`src/rtl/core/frbd_pkg.sv`:
```
// Shared types, widths and the fractional ratio table of the baud divisor search.
package frbd_pkg;

   localparam int BAUD_W = 22;
   localparam int PCLK_W = 28;
   localparam int Q_W = BAUD_W + 4;
   localparam int DL_W = 16;
   localparam int FRAC_W = 4;
   localparam int NUM_W = 38;
   localparam int DEN_W = 42;
   localparam int RATIO_W = 11;
   localparam int STORED_ENTRIES = 72;
   localparam int IDX_W = 7;

   localparam logic [PCLK_W-1:0] PCLK_RESET = 28'd25000000;
   localparam logic [9:0] SCALE = 10'd1000;
   localparam int EST_START = 1500;
   localparam int EST_STEP = 100;
   localparam int RATIO_LOW = 1100;
   localparam int RATIO_HIGH = 1900;

   localparam logic [1:0] RES_ERR = 2'd0;
   localparam logic [1:0] RES_EXACT = 2'd1;
   localparam logic [1:0] RES_FRAC = 2'd2;

   typedef struct packed {
      logic       load;
      logic       div_start;
      logic       div_sel_scaled;
      logic       prod_est;
      logic       prod_dl;
      logic       dl_take;
      logic       est_up;
      logic       est_down;
      logic       est_take_r;
      logic       scan_clear;
      logic       scan_next;
      logic       pick_take;
      logic       res_load;
      logic [1:0] res_kind;
   } frbd_cmd_type;

   typedef struct packed {
      logic baud_zero;
      logic div_done;
      logic quot_zero;
      logic quot_big;
      logic rem_zero;
      logic r_low;
      logic r_high;
      logic est_small;
      logic scan_hit;
      logic scan_last;
      logic out_busy;
   } frbd_stat_type;

   localparam logic [RATIO_W-1:0] FRAC_RATIO [STORED_ENTRIES] = '{
      1000, 1067, 1071, 1077, 1083, 1091, 1100, 1111, 1125, 1133, 1143, 1154,
      1167, 1182, 1200, 1214, 1222, 1231, 1250, 1267, 1273, 1286, 1300, 1308,
      1333, 1357, 1364, 1375, 1385, 1400, 1417, 1429, 1444, 1455, 1462, 1467,
      1500, 1533, 1538, 1545, 1556, 1571, 1583, 1600, 1615, 1625, 1636, 1643,
      1667, 1692, 1700, 1714, 1727, 1733, 1750, 1769, 1778, 1786, 1800, 1818,
      1833, 1846, 1857, 1867, 1875, 1889, 1900, 1909, 1917, 1923, 1929, 1933
   };

   localparam logic [FRAC_W-1:0] FRAC_ADD [STORED_ENTRIES] = '{
      0, 1, 1, 1, 1, 1, 1, 1, 1, 2, 1, 2,
      1, 2, 1, 3, 2, 3, 1, 4, 3, 2, 3, 4,
      1, 5, 4, 3, 5, 2, 5, 3, 4, 5, 6, 7,
      1, 8, 7, 6, 5, 4, 7, 3, 8, 5, 7, 9,
      2, 9, 7, 5, 8, 11, 3, 10, 7, 11, 4, 9,
      5, 11, 6, 13, 7, 8, 9, 10, 11, 12, 13, 14
   };

   localparam logic [FRAC_W-1:0] FRAC_MUL [STORED_ENTRIES] = '{
      1, 15, 14, 13, 12, 11, 10, 9, 8, 15, 7, 13,
      6, 11, 5, 14, 9, 13, 4, 15, 11, 7, 10, 13,
      3, 14, 11, 8, 13, 5, 12, 7, 9, 11, 13, 15,
      2, 15, 13, 11, 9, 7, 12, 5, 13, 8, 11, 14,
      3, 13, 10, 7, 11, 15, 4, 13, 9, 14, 5, 11,
      6, 13, 7, 15, 8, 9, 10, 11, 12, 13, 14, 15
   };

   function automatic logic [RATIO_W-1:0] frac_ratio(input logic [IDX_W-1:0] idx);
      logic [RATIO_W-1:0] val;
      val = '0;
      if (int'(idx) < STORED_ENTRIES) begin
         val = FRAC_RATIO[idx];
      end
      return val;
   endfunction

   function automatic logic [FRAC_W-1:0] frac_add(input logic [IDX_W-1:0] idx);
      logic [FRAC_W-1:0] val;
      val = '0;
      if (int'(idx) < STORED_ENTRIES) begin
         val = FRAC_ADD[idx];
      end
      return val;
   endfunction

   function automatic logic [FRAC_W-1:0] frac_mul(input logic [IDX_W-1:0] idx);
      logic [FRAC_W-1:0] val;
      val = '0;
      if (int'(idx) < STORED_ENTRIES) begin
         val = FRAC_MUL[idx];
      end
      return val;
   endfunction

endpackage

```
`src/rtl/core/frbd_div.sv`:
```
// Restoring radix-2 divider that produces one quotient bit per cycle.
module frbd_div (
   input  logic                        clock,
   input  logic                        reset,
   input  logic                        start,
   input  logic [frbd_pkg::NUM_W-1:0]  dividend,
   input  logic [frbd_pkg::DEN_W-1:0]  divisor,
   output logic                        done,
   output logic [frbd_pkg::NUM_W-1:0]  quot,
   output logic [frbd_pkg::DEN_W-1:0]  rem
);
   import frbd_pkg::*;

   localparam int CNT_W = $clog2(NUM_W + 1);

   logic             busy_ff;
   logic             busy_in;
   logic             done_ff;
   logic             done_in;
   logic [CNT_W-1:0] cnt_ff;
   logic [CNT_W-1:0] cnt_in;
   logic [NUM_W-1:0] num_ff;
   logic [NUM_W-1:0] num_in;
   logic [DEN_W-1:0] rem_ff;
   logic [DEN_W-1:0] rem_in;
   logic [DEN_W-1:0] den_ff;
   logic [DEN_W-1:0] den_in;
   logic [DEN_W:0]   trial;
   logic [DEN_W:0]   diff;
   logic             fits;

   assign trial = {rem_ff, num_ff[NUM_W-1]};
   assign diff = trial - {1'b0, den_ff};
   assign fits = (trial >= {1'b0, den_ff});

   always_comb begin
      busy_in = busy_ff;
      cnt_in = cnt_ff;
      done_in = busy_ff && (cnt_ff == CNT_W'(1));
      num_in = num_ff;
      rem_in = rem_ff;
      den_in = den_ff;
      if (start) begin
         busy_in = 1'b1;
         cnt_in = CNT_W'(NUM_W);
         num_in = dividend;
         rem_in = '0;
         den_in = divisor;
      end else if (busy_ff) begin
         cnt_in = cnt_ff - CNT_W'(1);
         if (cnt_ff == CNT_W'(1)) begin
            busy_in = 1'b0;
         end
         rem_in = fits ? diff[DEN_W-1:0] : trial[DEN_W-1:0];
         num_in = {num_ff[NUM_W-2:0], fits};
      end
   end

   always_ff @(posedge clock) begin
      if (reset) begin
         busy_ff <= 1'b0;
         done_ff <= 1'b0;
         cnt_ff <= '0;
      end else begin
         busy_ff <= busy_in;
         done_ff <= done_in;
         cnt_ff <= cnt_in;
      end
   end

   always_ff @(posedge clock) begin
      num_ff <= num_in;
      rem_ff <= rem_in;
      den_ff <= den_in;
   end

   assign done = done_ff;
   assign quot = num_ff;
   assign rem = rem_ff;

endmodule

```
`src/rtl/core/frbd_dp.sv`:
```
// Datapath: clock register, operand products, estimate, table scan and result register.
module frbd_dp #(
   parameter int EST_W = 13,
   parameter int SCAN_LIMIT = 72
) (
   input  logic                          clock,
   input  logic                          reset,
   input  frbd_pkg::frbd_cmd_type        cmd,
   output frbd_pkg::frbd_stat_type       stat,
   input  logic [frbd_pkg::BAUD_W-1:0]   req_baud,
   input  logic                          csr_write,
   input  logic [frbd_pkg::PCLK_W-1:0]   csr_value,
   input  logic                          rsp_ready,
   output logic                          rsp_valid,
   output logic [frbd_pkg::DL_W-1:0]     rsp_dl,
   output logic [frbd_pkg::FRAC_W-1:0]   rsp_mul,
   output logic [frbd_pkg::FRAC_W-1:0]   rsp_add,
   output logic                          rsp_status
);
   import frbd_pkg::*;

   localparam int PE_W = Q_W + EST_W;
   localparam int PD_W = Q_W + DL_W;

   logic [PCLK_W-1:0]      pclk_ff;
   logic [PCLK_W-1:0]      pclk_in;
   logic [BAUD_W-1:0]      baud_ff;
   logic [Q_W-1:0]         q_ff;
   logic [NUM_W-1:0]       scaled_ff;
   logic [DEN_W-1:0]       prod_ff;
   logic [DEN_W-1:0]       prod_in;
   logic [EST_W-1:0]       est_ff;
   logic [EST_W-1:0]       est_in;
   logic [DL_W-1:0]        dl_ff;
   logic [IDX_W-1:0]       idx_ff;
   logic [FRAC_W-1:0]      pick_mul_ff;
   logic [FRAC_W-1:0]      pick_add_ff;
   logic                   rsp_valid_ff;
   logic                   rsp_valid_in;
   logic [DL_W-1:0]        rsp_dl_ff;
   logic [FRAC_W-1:0]      rsp_mul_ff;
   logic [FRAC_W-1:0]      rsp_add_ff;
   logic                   rsp_status_ff;

   logic [Q_W-1:0]         q_new;
   logic [NUM_W-1:0]       scaled_w;
   logic [PE_W-1:0]        prod_est_w;
   logic [PD_W-1:0]        prod_dl_w;
   logic [NUM_W-1:0]       dividend;
   logic                   div_done;
   logic [NUM_W-1:0]       quot;
   logic [DEN_W-1:0]       rem;
   logic [RATIO_W-1:0]     ratio_cur;
   logic [RATIO_W-1:0]     ratio_prev;
   logic [RATIO_W-1:0]     gap_up;
   logic [RATIO_W-1:0]     gap_down;
   logic                   take_prev;
   logic [IDX_W-1:0]       pick_idx;

   frbd_div u_div (
      .clock    (clock),
      .reset    (reset),
      .start    (cmd.div_start),
      .dividend (dividend),
      .divisor  (prod_ff),
      .done     (div_done),
      .quot     (quot),
      .rem      (rem)
   );

   assign q_new = {req_baud, 4'b0000};
   assign scaled_w = NUM_W'(pclk_ff) * NUM_W'(SCALE);
   assign prod_est_w = PE_W'(q_ff) * PE_W'(est_ff);
   assign prod_dl_w = PD_W'(q_ff) * PD_W'(dl_ff);
   assign dividend = cmd.div_sel_scaled ? scaled_ff : NUM_W'(pclk_ff);

   // Nearest-entry choice: the estimate sits above the previous entry once the
   // scan has reached the first entry that is not below it.
   assign ratio_cur = frac_ratio(idx_ff);
   assign ratio_prev = frac_ratio(idx_ff - IDX_W'(1));
   assign gap_up = ratio_cur - est_ff[RATIO_W-1:0];
   assign gap_down = est_ff[RATIO_W-1:0] - ratio_prev;
   assign take_prev = (idx_ff != '0) && (gap_up > gap_down);
   assign pick_idx = take_prev ? (idx_ff - IDX_W'(1)) : idx_ff;

   always_comb begin
      pclk_in = pclk_ff;
      if (csr_write) begin
         pclk_in = csr_value;
      end
   end

   always_comb begin
      prod_in = prod_ff;
      if (cmd.load) begin
         prod_in = DEN_W'(q_new);
      end else if (cmd.prod_est) begin
         prod_in = DEN_W'(prod_est_w);
      end else if (cmd.prod_dl) begin
         prod_in = DEN_W'(prod_dl_w);
      end
   end

   always_comb begin
      est_in = est_ff;
      if (cmd.load) begin
         est_in = EST_W'(EST_START);
      end else if (cmd.est_up) begin
         est_in = est_ff + EST_W'(EST_STEP);
      end else if (cmd.est_down) begin
         est_in = est_ff - EST_W'(EST_STEP);
      end else if (cmd.est_take_r) begin
         est_in = quot[EST_W-1:0];
      end
   end

   always_comb begin
      rsp_valid_in = rsp_valid_ff;
      if (cmd.res_load) begin
         rsp_valid_in = 1'b1;
      end else if (rsp_ready) begin
         rsp_valid_in = 1'b0;
      end
   end

   always_ff @(posedge clock) begin
      if (reset) begin
         pclk_ff <= PCLK_RESET;
         rsp_valid_ff <= 1'b0;
      end else begin
         pclk_ff <= pclk_in;
         rsp_valid_ff <= rsp_valid_in;
      end
   end

   always_ff @(posedge clock) begin
      prod_ff <= prod_in;
      est_ff <= est_in;
      if (cmd.load) begin
         baud_ff <= req_baud;
         q_ff <= q_new;
         scaled_ff <= scaled_w;
      end
      if (cmd.dl_take) begin
         dl_ff <= quot[DL_W-1:0];
      end
      if (cmd.scan_clear) begin
         idx_ff <= '0;
      end else if (cmd.scan_next) begin
         idx_ff <= idx_ff + IDX_W'(1);
      end
      if (cmd.pick_take) begin
         pick_mul_ff <= frac_mul(pick_idx);
         pick_add_ff <= frac_add(pick_idx);
      end
      if (cmd.res_load) begin
         unique case (cmd.res_kind)
            RES_EXACT: begin
               rsp_dl_ff <= dl_ff;
               rsp_mul_ff <= FRAC_W'(1);
               rsp_add_ff <= '0;
               rsp_status_ff <= 1'b0;
            end
            RES_FRAC: begin
               rsp_dl_ff <= dl_ff;
               rsp_mul_ff <= pick_mul_ff;
               rsp_add_ff <= pick_add_ff;
               rsp_status_ff <= 1'b0;
            end
            default: begin
               rsp_dl_ff <= '0;
               rsp_mul_ff <= '0;
               rsp_add_ff <= '0;
               rsp_status_ff <= 1'b1;
            end
         endcase
      end
   end

   always_comb begin
      stat.baud_zero = (baud_ff == '0);
      stat.div_done = div_done;
      stat.quot_zero = (quot == '0);
      stat.quot_big = (quot[NUM_W-1:DL_W] != '0);
      stat.rem_zero = (rem == '0);
      stat.r_low = (quot <= NUM_W'(RATIO_LOW));
      stat.r_high = (quot >= NUM_W'(RATIO_HIGH));
      stat.est_small = (est_ff <= EST_W'(EST_STEP));
      stat.scan_hit = (est_ff <= EST_W'(ratio_cur));
      stat.scan_last = (idx_ff == IDX_W'(SCAN_LIMIT - 1));
      stat.out_busy = rsp_valid_ff && !rsp_ready;
   end

   assign rsp_valid = rsp_valid_ff;
   assign rsp_dl = rsp_dl_ff;
   assign rsp_mul = rsp_mul_ff;
   assign rsp_add = rsp_add_ff;
   assign rsp_status = rsp_status_ff;

endmodule

```
`src/rtl/core/frbd_ctrl.sv`:
```
// Controller state machine that sequences the exact check, the search tries and the table scan.
module frbd_ctrl #(
   parameter int MAX_TRIES = 16
) (
   input  logic                     clock,
   input  logic                     reset,
   input  logic                     req_valid,
   output logic                     req_ready,
   input  frbd_pkg::frbd_stat_type  stat,
   output frbd_pkg::frbd_cmd_type   cmd
);
   import frbd_pkg::*;

   localparam int TRY_W = $clog2(MAX_TRIES);

   localparam logic [3:0] ST_IDLE    = 4'd0;
   localparam logic [3:0] ST_CHECK   = 4'd1;
   localparam logic [3:0] ST_EXACT   = 4'd2;
   localparam logic [3:0] ST_PROD_E  = 4'd3;
   localparam logic [3:0] ST_START1  = 4'd4;
   localparam logic [3:0] ST_WAIT1   = 4'd5;
   localparam logic [3:0] ST_PROD_D  = 4'd6;
   localparam logic [3:0] ST_START2  = 4'd7;
   localparam logic [3:0] ST_WAIT2   = 4'd8;
   localparam logic [3:0] ST_SCAN    = 4'd9;
   localparam logic [3:0] ST_FINISH  = 4'd10;

   logic [3:0]       state_ff;
   logic [3:0]       state_in;
   logic [TRY_W-1:0] try_ff;
   logic [TRY_W-1:0] try_in;
   logic [1:0]       kind_ff;
   logic [1:0]       kind_in;
   logic             last_try;

   assign last_try = (try_ff == TRY_W'(MAX_TRIES - 1));

   always_comb begin
      state_in = state_ff;
      try_in = try_ff;
      kind_in = kind_ff;
      cmd = '0;
      cmd.res_kind = kind_ff;
      unique case (state_ff)
         ST_IDLE: begin
            if (req_valid) begin
               cmd.load = 1'b1;
               try_in = '0;
               state_in = ST_CHECK;
            end
         end
         ST_CHECK: begin
            if (stat.baud_zero) begin
               kind_in = RES_ERR;
               state_in = ST_FINISH;
            end else begin
               cmd.div_start = 1'b1;
               state_in = ST_EXACT;
            end
         end
         ST_EXACT: begin
            if (stat.div_done) begin
               if (!stat.rem_zero) begin
                  state_in = ST_PROD_E;
               end else if (stat.quot_zero || stat.quot_big) begin
                  kind_in = RES_ERR;
                  state_in = ST_FINISH;
               end else begin
                  cmd.dl_take = 1'b1;
                  kind_in = RES_EXACT;
                  state_in = ST_FINISH;
               end
            end
         end
         ST_PROD_E: begin
            cmd.prod_est = 1'b1;
            state_in = ST_START1;
         end
         ST_START1: begin
            cmd.div_start = 1'b1;
            cmd.div_sel_scaled = 1'b1;
            state_in = ST_WAIT1;
         end
         ST_WAIT1: begin
            if (stat.div_done) begin
               if (stat.quot_zero || stat.quot_big) begin
                  kind_in = RES_ERR;
                  state_in = ST_FINISH;
               end else begin
                  cmd.dl_take = 1'b1;
                  state_in = ST_PROD_D;
               end
            end
         end
         ST_PROD_D: begin
            cmd.prod_dl = 1'b1;
            state_in = ST_START2;
         end
         ST_START2: begin
            cmd.div_start = 1'b1;
            cmd.div_sel_scaled = 1'b1;
            state_in = ST_WAIT2;
         end
         ST_WAIT2: begin
            if (stat.div_done) begin
               if (!stat.r_low && !stat.r_high) begin
                  cmd.est_take_r = 1'b1;
                  cmd.scan_clear = 1'b1;
                  state_in = ST_SCAN;
               end else if (stat.r_high && stat.est_small) begin
                  kind_in = RES_ERR;
                  state_in = ST_FINISH;
               end else if (last_try) begin
                  kind_in = RES_ERR;
                  state_in = ST_FINISH;
               end else begin
                  cmd.est_up = stat.r_low;
                  cmd.est_down = stat.r_high;
                  try_in = try_ff + TRY_W'(1);
                  state_in = ST_PROD_E;
               end
            end
         end
         ST_SCAN: begin
            if (stat.scan_hit) begin
               cmd.pick_take = 1'b1;
               kind_in = RES_FRAC;
               state_in = ST_FINISH;
            end else if (stat.scan_last) begin
               kind_in = RES_ERR;
               state_in = ST_FINISH;
            end else begin
               cmd.scan_next = 1'b1;
            end
         end
         ST_FINISH: begin
            if (!stat.out_busy) begin
               cmd.res_load = 1'b1;
               state_in = ST_IDLE;
            end
         end
         default: begin
            state_in = ST_IDLE;
         end
      endcase
   end

   always_ff @(posedge clock) begin
      if (reset) begin
         state_ff <= ST_IDLE;
         try_ff <= '0;
         kind_ff <= RES_ERR;
      end else begin
         state_ff <= state_in;
         try_ff <= try_in;
         kind_ff <= kind_in;
      end
   end

   assign req_ready = (state_ff == ST_IDLE);

endmodule

```
`src/rtl/core/fractional_baud_divisor_search_unit.sv`:
```
// Top level of the fractional baud divisor search unit.
//
// For each requested baud rate this unit returns the 16-bit divisor latch value and the
// fractional divider pair (multiplier, add value) for a 16x oversampling UART running from
// the peripheral clock held in the csr register (reset value 25 MHz). When the clock is an
// exact multiple of 16 times the baud rate the pair is (1, 0); otherwise an estimate of the
// fractional ratio, in thousandths, is stepped by 0.1 from 1.5 until the achieved ratio
// lands strictly between 1.1 and 1.9, and is then snapped to the nearest entry of the
// ratio table. A zero baud rate, a divisor of zero or above 65535, a run of MAX_TRIES tries
// without success, a ratio still too high with the estimate at 0.1 or below, or no table
// match returns status 1 with all other fields zero. One request is worked at a time. All
// quotients come from a single shared bit-serial divider: an exact-rate request needs one
// division, and a searched request needs two more for each try (1 to MAX_TRIES tries) and
// then scans the table entries, one per cycle (up to 72). A response still waiting in the
// output register holds back the next result until it is taken.
// The result sits in an output register, so the unit takes the next request while the
// previous response still waits. The clock register may be written only while idle.
module fractional_baud_divisor_search_unit #(
   parameter int TABLE_ENTRIES = 72,
   parameter int MAX_TRIES = 16
) (
   input  logic        clock,
   input  logic        reset,
   // Request: [21:0] baud_rate, [23:22] zero.
   input  logic        req_tvalid,
   output logic        req_tready,
   input  logic [23:0] req_tdata,
   // Response: [15:0] divisor_latch, [19:16] mul_val, [23:20] add_val.
   output logic        rsp_tvalid,
   input  logic        rsp_tready,
   output logic [23:0] rsp_tdata,
   // Response user bits: [0] status.
   output logic [0:0]  rsp_tuser,
   // Peripheral clock frequency in hertz.
   input  logic        csr_valid,
   output logic        csr_ready,
   input  logic [frbd_pkg::PCLK_W-1:0] csr_data
);
   import frbd_pkg::*;

   // A bound on the largest estimate that a run of increases can reach sets the estimate width.
   localparam int EST_MAX = EST_START + EST_STEP * MAX_TRIES;
   localparam int EST_W = $clog2(EST_MAX + 1);
   localparam int SCAN_LIMIT = (TABLE_ENTRIES < STORED_ENTRIES) ? TABLE_ENTRIES
                                                                : STORED_ENTRIES;

   frbd_cmd_type      cmd;
   frbd_stat_type     stat;
   logic              rsp_valid;
   logic [DL_W-1:0]   rsp_dl;
   logic [FRAC_W-1:0] rsp_mul;
   logic [FRAC_W-1:0] rsp_add;
   logic              rsp_status;

   // The clock register is always writable; writes are expected only while idle.
   assign csr_ready = 1'b1;

   frbd_ctrl #(
      .MAX_TRIES (MAX_TRIES)
   ) u_ctrl (
      .clock     (clock),
      .reset     (reset),
      .req_valid (req_tvalid),
      .req_ready (req_tready),
      .stat      (stat),
      .cmd       (cmd)
   );

   frbd_dp #(
      .EST_W      (EST_W),
      .SCAN_LIMIT (SCAN_LIMIT)
   ) u_dp (
      .clock      (clock),
      .reset      (reset),
      .cmd        (cmd),
      .stat       (stat),
      .req_baud   (req_tdata[BAUD_W-1:0]),
      .csr_write  (csr_valid),
      .csr_value  (csr_data),
      .rsp_ready  (rsp_tready),
      .rsp_valid  (rsp_valid),
      .rsp_dl     (rsp_dl),
      .rsp_mul    (rsp_mul),
      .rsp_add    (rsp_add),
      .rsp_status (rsp_status)
   );

   assign rsp_tvalid = rsp_valid;
   assign rsp_tdata = {rsp_add, rsp_mul, rsp_dl};
   assign rsp_tuser = rsp_status;

endmodule

```
`config.mk`:
```
export PLATFORM = sky130hd
export DESIGN_NAME = fractional_baud_divisor_search_unit
export DESIGN_NICKNAME = d
export VERILOG_FILES = /design/src/rtl/core/frbd_pkg.sv /design/src/rtl/core/frbd_div.sv /design/src/rtl/core/frbd_dp.sv /design/src/rtl/core/frbd_ctrl.sv /design/src/rtl/core/fractional_baud_divisor_search_unit.sv
export SDC_FILE = /design/constraint.sdc
export NUM_CORES = 2
export LEC_CHECK = 0
export BUFFER_PORTS_ARGS = -buffer_cell sky130_fd_sc_hd__buf_2
export CORE_MARGIN = 2
export CORE_UTILIZATION = 55
export CTS_BUF_LIST = sky130_fd_sc_hd__clkbuf_8 sky130_fd_sc_hd__clkbuf_16
export CTS_CLUSTER_DIAMETER = 50
export DETAILED_ROUTE_END_ITERATION = 6
export GPL_TIMING_DRIVEN = 0
export PLACE_DENSITY = 0.71
export REMOVE_ABC_BUFFERS = 1
export SYNTH_ARGS = -nofsm -noshare
export SYNTH_HDL_FRONTEND = slang
export SYNTH_SLANG_ARGS = --single-unit
```
`constraint.sdc`:
```
create_clock -name clock -period 17.15 [get_ports clock]
set_input_delay 3.43 -clock clock [delete_from_list [all_inputs] [get_ports clock]]
set_output_delay 3.43 -clock clock [all_outputs]
set_load 0.01 [all_outputs]
```
# Word-level counts from Yosys, hierarchy flattened
# Memories as Yosys holds them, arrays and structs flattened. A register that Yosys moved wholly into a read port is not among the register bits.
# Cells that the tools add are included.
[classes] n_addsub=9 n_mul=3 order_cmp=11 n_eq_ne=28 n_mux=83 bitwise=3 reduce_logical=31
[op_table] cell="$mux W38" count=5
[op_table] cell="$mux W4" count=20
[op_table] cell="$mux W11" count=6
[op_table] cell="$pmux W4 S11" count=1
[op_table] cell="$ge A43 B42 Y1" count=1
[op_table] cell="$logic_not A42 Y1" count=1
[op_table] cell="$mux W42" count=1
[op_table] cell="$sub A42 B42 Y42" count=1
[op_table] cell="$ge A38 B11 Y1 const B" count=1
[op_table] cell="$le A38 B11 Y1 const B" count=1
[op_table] cell="$logic_not A38 Y1" count=1
[op_table] cell="$mul A22 B16 Y38" count=1
[op_table] cell="$mux W12" count=3
[op_table] cell="$mul A28 B7 Y35 const B" count=1
[op_table] cell="$mul A22 B12 Y34" count=1
[op_table] cell="$mux W2" count=16
[op_table] cell="$mux W26" count=1
[op_table] cell="$not A7 Y8" count=3
[op_table] cell="$logic_not A22 Y1" count=1
[op_table] cell="$mux W1" count=22
[op_table] cell="$reduce_bool A22 Y1" count=1
[op_table] cell="$sub A11 B11 Y11" count=2
[op_table] cell="$lt A7 B7 Y1 const B" count=3
[op_table] cell="$eq A4 B3 Y1 const B" count=4
[op_table] cell="37 further kinds" count=70
[totals] register_bits=328 rom_bits=3840 input_bits=57 out_inout_bits=28 elab_cells=196 mem_count=4
[mem_list] memory="(name not given)" depth=128 width=11 read_ports=1 rd_ports_with_merged_regs=0 wr=0 line_no="frbd_pkg.sv:88" source="val = FRAC_RATIO[idx];"
[mem_list] memory="(name not given)" depth=128 width=11 read_ports=1 rd_ports_with_merged_regs=0 wr=0 line_no="frbd_pkg.sv:88"
[mem_list] memory="(name not given)" depth=128 width=4 read_ports=1 rd_ports_with_merged_regs=1 wr=0 line_no="frbd_pkg.sv:106" source="val = FRAC_MUL[idx];"
[mem_list] memory="(name not given)" depth=128 width=4 read_ports=1 rd_ports_with_merged_regs=1 wr=0 line_no="frbd_pkg.sv:97" source="val = FRAC_ADD[idx];"

# Depth between registers and ports, before layout
[depth] word_depth=12 mapped_depth=42 ltp_nobuf=37

# By module
# Synthesis repeated with hierarchy kept, for this count alone.
[hier_totals] hier_cells=5237 area_unflattened_um2=46385.7
[by_module_without_submodules] mod="frbd_dp" n_inst=1 cells_each=4305 area_each_um2=37493.5 seq_area_each_um2=5124.9
[by_module_without_submodules] mod="frbd_div" n_inst=1 cells_each=807 area_each_um2=7925.1 seq_area_each_um2=3403.3
[by_module_without_submodules] mod="frbd_ctrl" n_inst=1 cells_each=123 area_each_um2=955.9 seq_area_each_um2=200.2
[by_module_without_submodules] mod="fractional_baud_divisor_search_unit" n_inst=1 cells_each=2 area_each_um2=11.3 seq_area_each_um2=0.0

# Worst setup path before layout
# No wires, ideal clock.
[synth_path] path_type="flip-flop to flip-flop" from="register u_dp.idx_ff[0]" to="register u_dp.pick_add_ff[2], data pin" setup_ns=0.267 arrival_time_ns=8.123 required_ns=16.883 path_slack_ns=8.761 path_stages_with_launch=43 n_path_buf=5 period_less_slack_ns=8.389 cell_sequence="dfxtp_1 -> clkinv_1 -> clkbuf_1 -> ha_1 -> inv_1 -> ha_1 -> clkbuf_1 -> clkbuf_1 -> nor2_1 -> nor3b_1 -> nor3_1 -> a311oi_1 -> a31oi_1 -> o21ai_0 -> ha_1 -> inv_1 -> fa_1 -> nand2_1 -> (+7 left out) -> xnor2_1 -> ha_1 -> nand4_1 -> a211oi_1 -> nor2_1 -> a21oi_2 -> buf_2 -> nand2_1 -> o21ai_0 -> inv_1 -> ha_1 -> buf_1 -> nor2_1 -> o32a_1 -> a21oi_1 -> nor2_1 -> o31ai_1 -> o21ai_0"
[synth_between] elab_chain_len=12 elab_cells_between_ends=25 classes_between="add/sub: 3; order compare: 5; mux: 9; bitwise: 3; reduce/logical: 3; memory: 2"
[synth_rtl] item="from (decl)" line_no="frbd_dp.sv:35" source="logic [IDX_W-1:0] idx_ff;"
[synth_rtl] item="from (signal assigned)" line_no="frbd_dp.sv:150" source="idx_ff <= idx_ff + IDX_W'(1);"
[synth_rtl] item="$sub A7 B1 Y7" line_no="frbd_dp.sv:80, frbd_dp.sv:84"
[synth_rtl] item="$not A7 Y8 (not written as such)" line_no="frbd_pkg.sv:88"
[synth_rtl] item="$mem_v2 Z128 W11"
[synth_rtl] item="$mux W11 (not written as such) (2 in series)" line_no="frbd_pkg.sv:88"
[synth_rtl] item="$mux W11" line_no="frbd_pkg.sv:87" source="if (int'(idx) < STORED_ENTRIES) begin"
[synth_rtl] item="$sub A11 B11 Y11" line_no="frbd_dp.sv:82" source="assign gap_down = est_ff[RATIO_W-1:0] - ratio_prev;"
[synth_rtl] item="$gt A11 B11 Y1" line_no="frbd_dp.sv:83" source="assign take_prev = (idx_ff != '0) && (gap_up > gap_down);"
[synth_rtl] item="$logic_and A1 B1 Y1" line_no="frbd_dp.sv:83"
[synth_rtl] item="$mux W7" line_no="frbd_dp.sv:84" source="assign pick_idx = take_prev ? (idx_ff - IDX_W'(1)) : idx_ff;"
[synth_rtl] item="$lt A7 B7 Y1" line_no="frbd_pkg.sv:96" source="if (int'(idx) < STORED_ENTRIES) begin"
[synth_rtl] item="$logic_not A1 Y1 (no source line)"
[synth_rtl] item="to (decl)" line_no="frbd_dp.sv:37" source="logic [FRAC_W-1:0] pick_add_ff;"
# Parallel ways exist; a longest one is shown, timed or not. The select of a mux whose other input is x is not followed.
# A chain may end at the register's enable or synchronous reset.

# Worst setup path after layout
# Ends and elaborated chain as after synthesis.

==> impl_metrics.py <==
metrics = {
    "layout": {
        "multi_input_area_mm2": 0.0319,
        "drive_gt1_frac": 0.0520,
        "layout_commonest_cell": "inv_1",
        "nNetsFinal": 5959,
        "final_cells": 6038,
        "fillers": 7130,
        "n_antenna_cell": 0,
        "ff_latch_area_mm2": 0.00862,
        "layout_common_cells": "inv_1, nand2_1, fa_1",
        "syn_to_final_growth_pct": 6.86,
    },
    "timing": {
        "slew_violations": 90,
        "finClkSkew_ns": 0.0375,
        "timing.slew.headroom": -0.0217,
        "finalSetupViolCount": 0,
        "post-route-period-util": 0.765,
        "fin_tns_setup_ns": 0,
        "hold_viol_final": 0,
        "max_freq_ghz": 0.0763,
        "min_period_ns": 13.11,
        "worst_pin_slew_ns": 1.53,
        "rsz0062_at_grt": "false",
    },
    "job": {
        "max_cap_viol_count": 3,
    },
    "worst_setup_path": {
        "arrival_ns": 13.45,
        "r2r_cells": 36,
        "crit_path_end_kind": "register",
        "crit_type": "reg -> reg",
        "regToRegEndpoint": "u_dp.pick_add_ff[2]",
        "start_kind": "register",
        "cp_slowest_stage_delay_ns": 1.13,
        "crit_slowest_cell": "dfxtp_1",
        "cp.required_ns": 17.48,
        "ff2ff_setup_slack_ns": 4.04,
        "cp_max_fo": 36,
        "critical_path.reg2reg.startpoint": "u_dp.idx_ff[0]",
    },
    "placement": {
        "portBuffers": 81,
        "gp_congestion": 0.950,
        "dp.cells": 5939,
        "place_hpwl_um": 85600,
    },
    "routing": {
        "viasPerCell": 5.92,
        "wire_per_inst_um": 19.6,
        "first_pass_iters": 6,
        "final_antenna_net_count": 0,
        "drtIter0Drc": 2764,
        "vias": 35700,
        "wl_um": 118000,
        "drc_errors": 0,
    },
    "cts": {
        "clkSlewWorstSetupHoldPaths_ns": 0.06,
        "cts_buffers": 50,
        "clock-root-buffer": "clkbuf_16",
        "cts_setup_buffers": 0,
        "postCtsHoldBufs": 0,
        "cts_resized": 0,
        "cts_sinks": 328,
        "htree_levels": 2,
        "clkLatencyLatePin_ns": 0.62,
        "clockBufferDepth": 3,
        "cts_tree": "yes",
    },
    "run_status": {
        "status": "finished, violations left",
        "violations": "max-capacitance violations, max-slew violations",
    },
    "yosys": {
        "syn_area_mm2": 0.0443,
        "syn_avg_cell_area_um2": 8.78,
        "synth.distinct_cells": 94,
        "yosysTopAreaCell": "fa_1",
        "async_flop_share": 0,
        "synth_enable_flop_cells": 204,
        "yosysTopAreaCellShare": 0.264,
        "ys_warn_count": 0,
        "synthFlopType": "edfxtp_1",
        "synthTopCellsByArea": "fa_1, edfxtp_1, ha_1, inv_1, nand2_1",
        "synth_cells": 5050,
        "ys_seq_elements": 328,
        "seq_area_frac_synth": 0.194,
    },
    "hold_path": {
        "min_from": "u_dp.prod_ff[22]",
        "hold_class": "reg -> reg",
        "hold_end": "u_dp.u_div.den_ff[22]",
        "holdPathStages": 0,
    },
    "floorplanning": {
        "die_w_um": 288,
        "dieArea_mm2": 0.0829,
        "die_y_um": 288,
        "initial_core_util": 0.553,
        "coreArea_mm2": 0.0802,
        "boundaryPins": 85,
        "rows": 104,
    },
    "grt": {
        "grt_pass1_vias": 36700,
        "grt_max_degree": 91,
        "grt_overflow": 0,
        "grt_pass1_wl_um": 194000,
        "antenna_found_initial": 1,
        "track_usage": 0.295,
    },
}
-- worst max-delay path: cells and delay by family, from the launching register on --
family,cells,cell delay [ns]
fa+ha+maj,5,3.10
compound gates,19,5.06
buf+inv,4,2.44
simple gates,7,0.94
xor+xnor,1,0.10
flops,1,1.13
-- registers in the layout (all words and copies together), names as in the netlist, 6 cells and up --
name and flops:
u_dp.baud_ff 22, u_dp.dl_ff 16, u_dp.est_ff 12, u_dp.idx_ff 7
u_dp.pclk_ff 28, u_dp.prod_ff 38, u_dp.rsp_dl 16, u_dp.scaled_ff 35
u_dp.u_div.cnt_ff 6, u_dp.u_div.den_ff 38, u_dp.u_div.quot 38, u_dp.u_div.rem 42
-- synthesized netlist by cell type, types with 15 or more instances --
master,number
inv_1,744
nand2_1,699
fa_1,584
ha_1,382
nor2_1,308
a21oi_1,276
clkbuf_1,235
and2_1,211
edfxtp_1,204
o21ai_0,187
dfxtp_1,124
xnor2_1,102
a21o_1,66
a211oi_1,64
nand3_1,63
mux2i_1,57
xor2_1,57
nor3_1,54
nor2b_1,53
a31oi_1,44
o22ai_1,40
o211ai_1,33
buf_1,31
nand4_1,29
nand2b_1,28
nor4_1,27
o21a_1,25
o21bai_1,25
a211o_1,20
and3_1,18
o221ai_1,17
or3_1,15
-- per-stage QoR --
stage / worst slack [ns] / area [um^2] / hold slack (ns) / utilization
2_1_floorplan: 7.62 / 43300 / 0.400 / -
3_3_place_gp: 4.03 / 45000 / 0.404 / 0.562
3_5_place_dp: 4.51 / 45600 / 0.405 / 0.569
4_1_cts: 4.48 / 47200 / 0.416 / 0.589
5_1_grt: 3.22 / 47400 / 0.424 / 0.591
6_report: 4.04 / 47400 / 0.404 / 0.591
-- worst max-delay path by stage --
stage	startpoint	endpoint
after CTS	u_dp.idx_ff[0]	u_dp.pick_add_ff[2]
after detailed placement	u_dp.idx_ff[0]	u_dp.pick_add_ff[2]
after floorplan	u_dp.idx_ff[2]	u_dp.pick_add_ff[2]
after global routing	u_dp.idx_ff[0]	u_dp.pick_add_ff[0]
final	u_dp.idx_ff[0]	u_dp.pick_add_ff[2]
after global placement	u_dp.idx_ff[2]	u_dp.pick_mul_ff[2]
-- area by class of cell --
cell class / count / area share
Tap cell: 1060 / 0.0280
Sequential cell: 328 / 0.182
Clock buffer: 52 / 0.0272
Clock inverter: 42 / 0.00787
Inverter: 749 / 0.0595
Multi-Input combinational cell: 3696 / 0.674
Timing Repair Buffer: 111 / 0.0213
-- layer usage --
| layer | global-route usage | vias up | wire [um] |
|---|---|---|---|
| li1 | - | 16400 | - |
| met1 | 0.384 | 17600 | 48500 |
| met2 | 0.498 | 1398 | 56600 |
| met3 | 0.0388 | 316 | 8060 |
| met4 | 0.121 | 0 | 5160 |
| met5 | 0 | - | 0 |
-- cell families (layout without fill, tap and decap cells) --
kind of cell / Yosys count / in the layout / share of synthesized area
AND/OR/NAND/NOR: 1549 / 1549 / 0.161
buffers and inverters: 1026 / 954 / 0.0872
adder cells (fa/ha/maj): 968 / 968 / 0.372
AO/OA/AOI/OAI: 952 / 952 / 0.139
flip-flops: 328 / 328 / 0.194
XOR/XNOR: 159 / 159 / 0.0314
multiplexers: 67 / 67 / 0.0157
other: 1 / 1 / 0.0000846
Power is left out: the tool's default activity adds up to more than one toggle a clock period on the data nets, which glitch-free logic cannot reach.
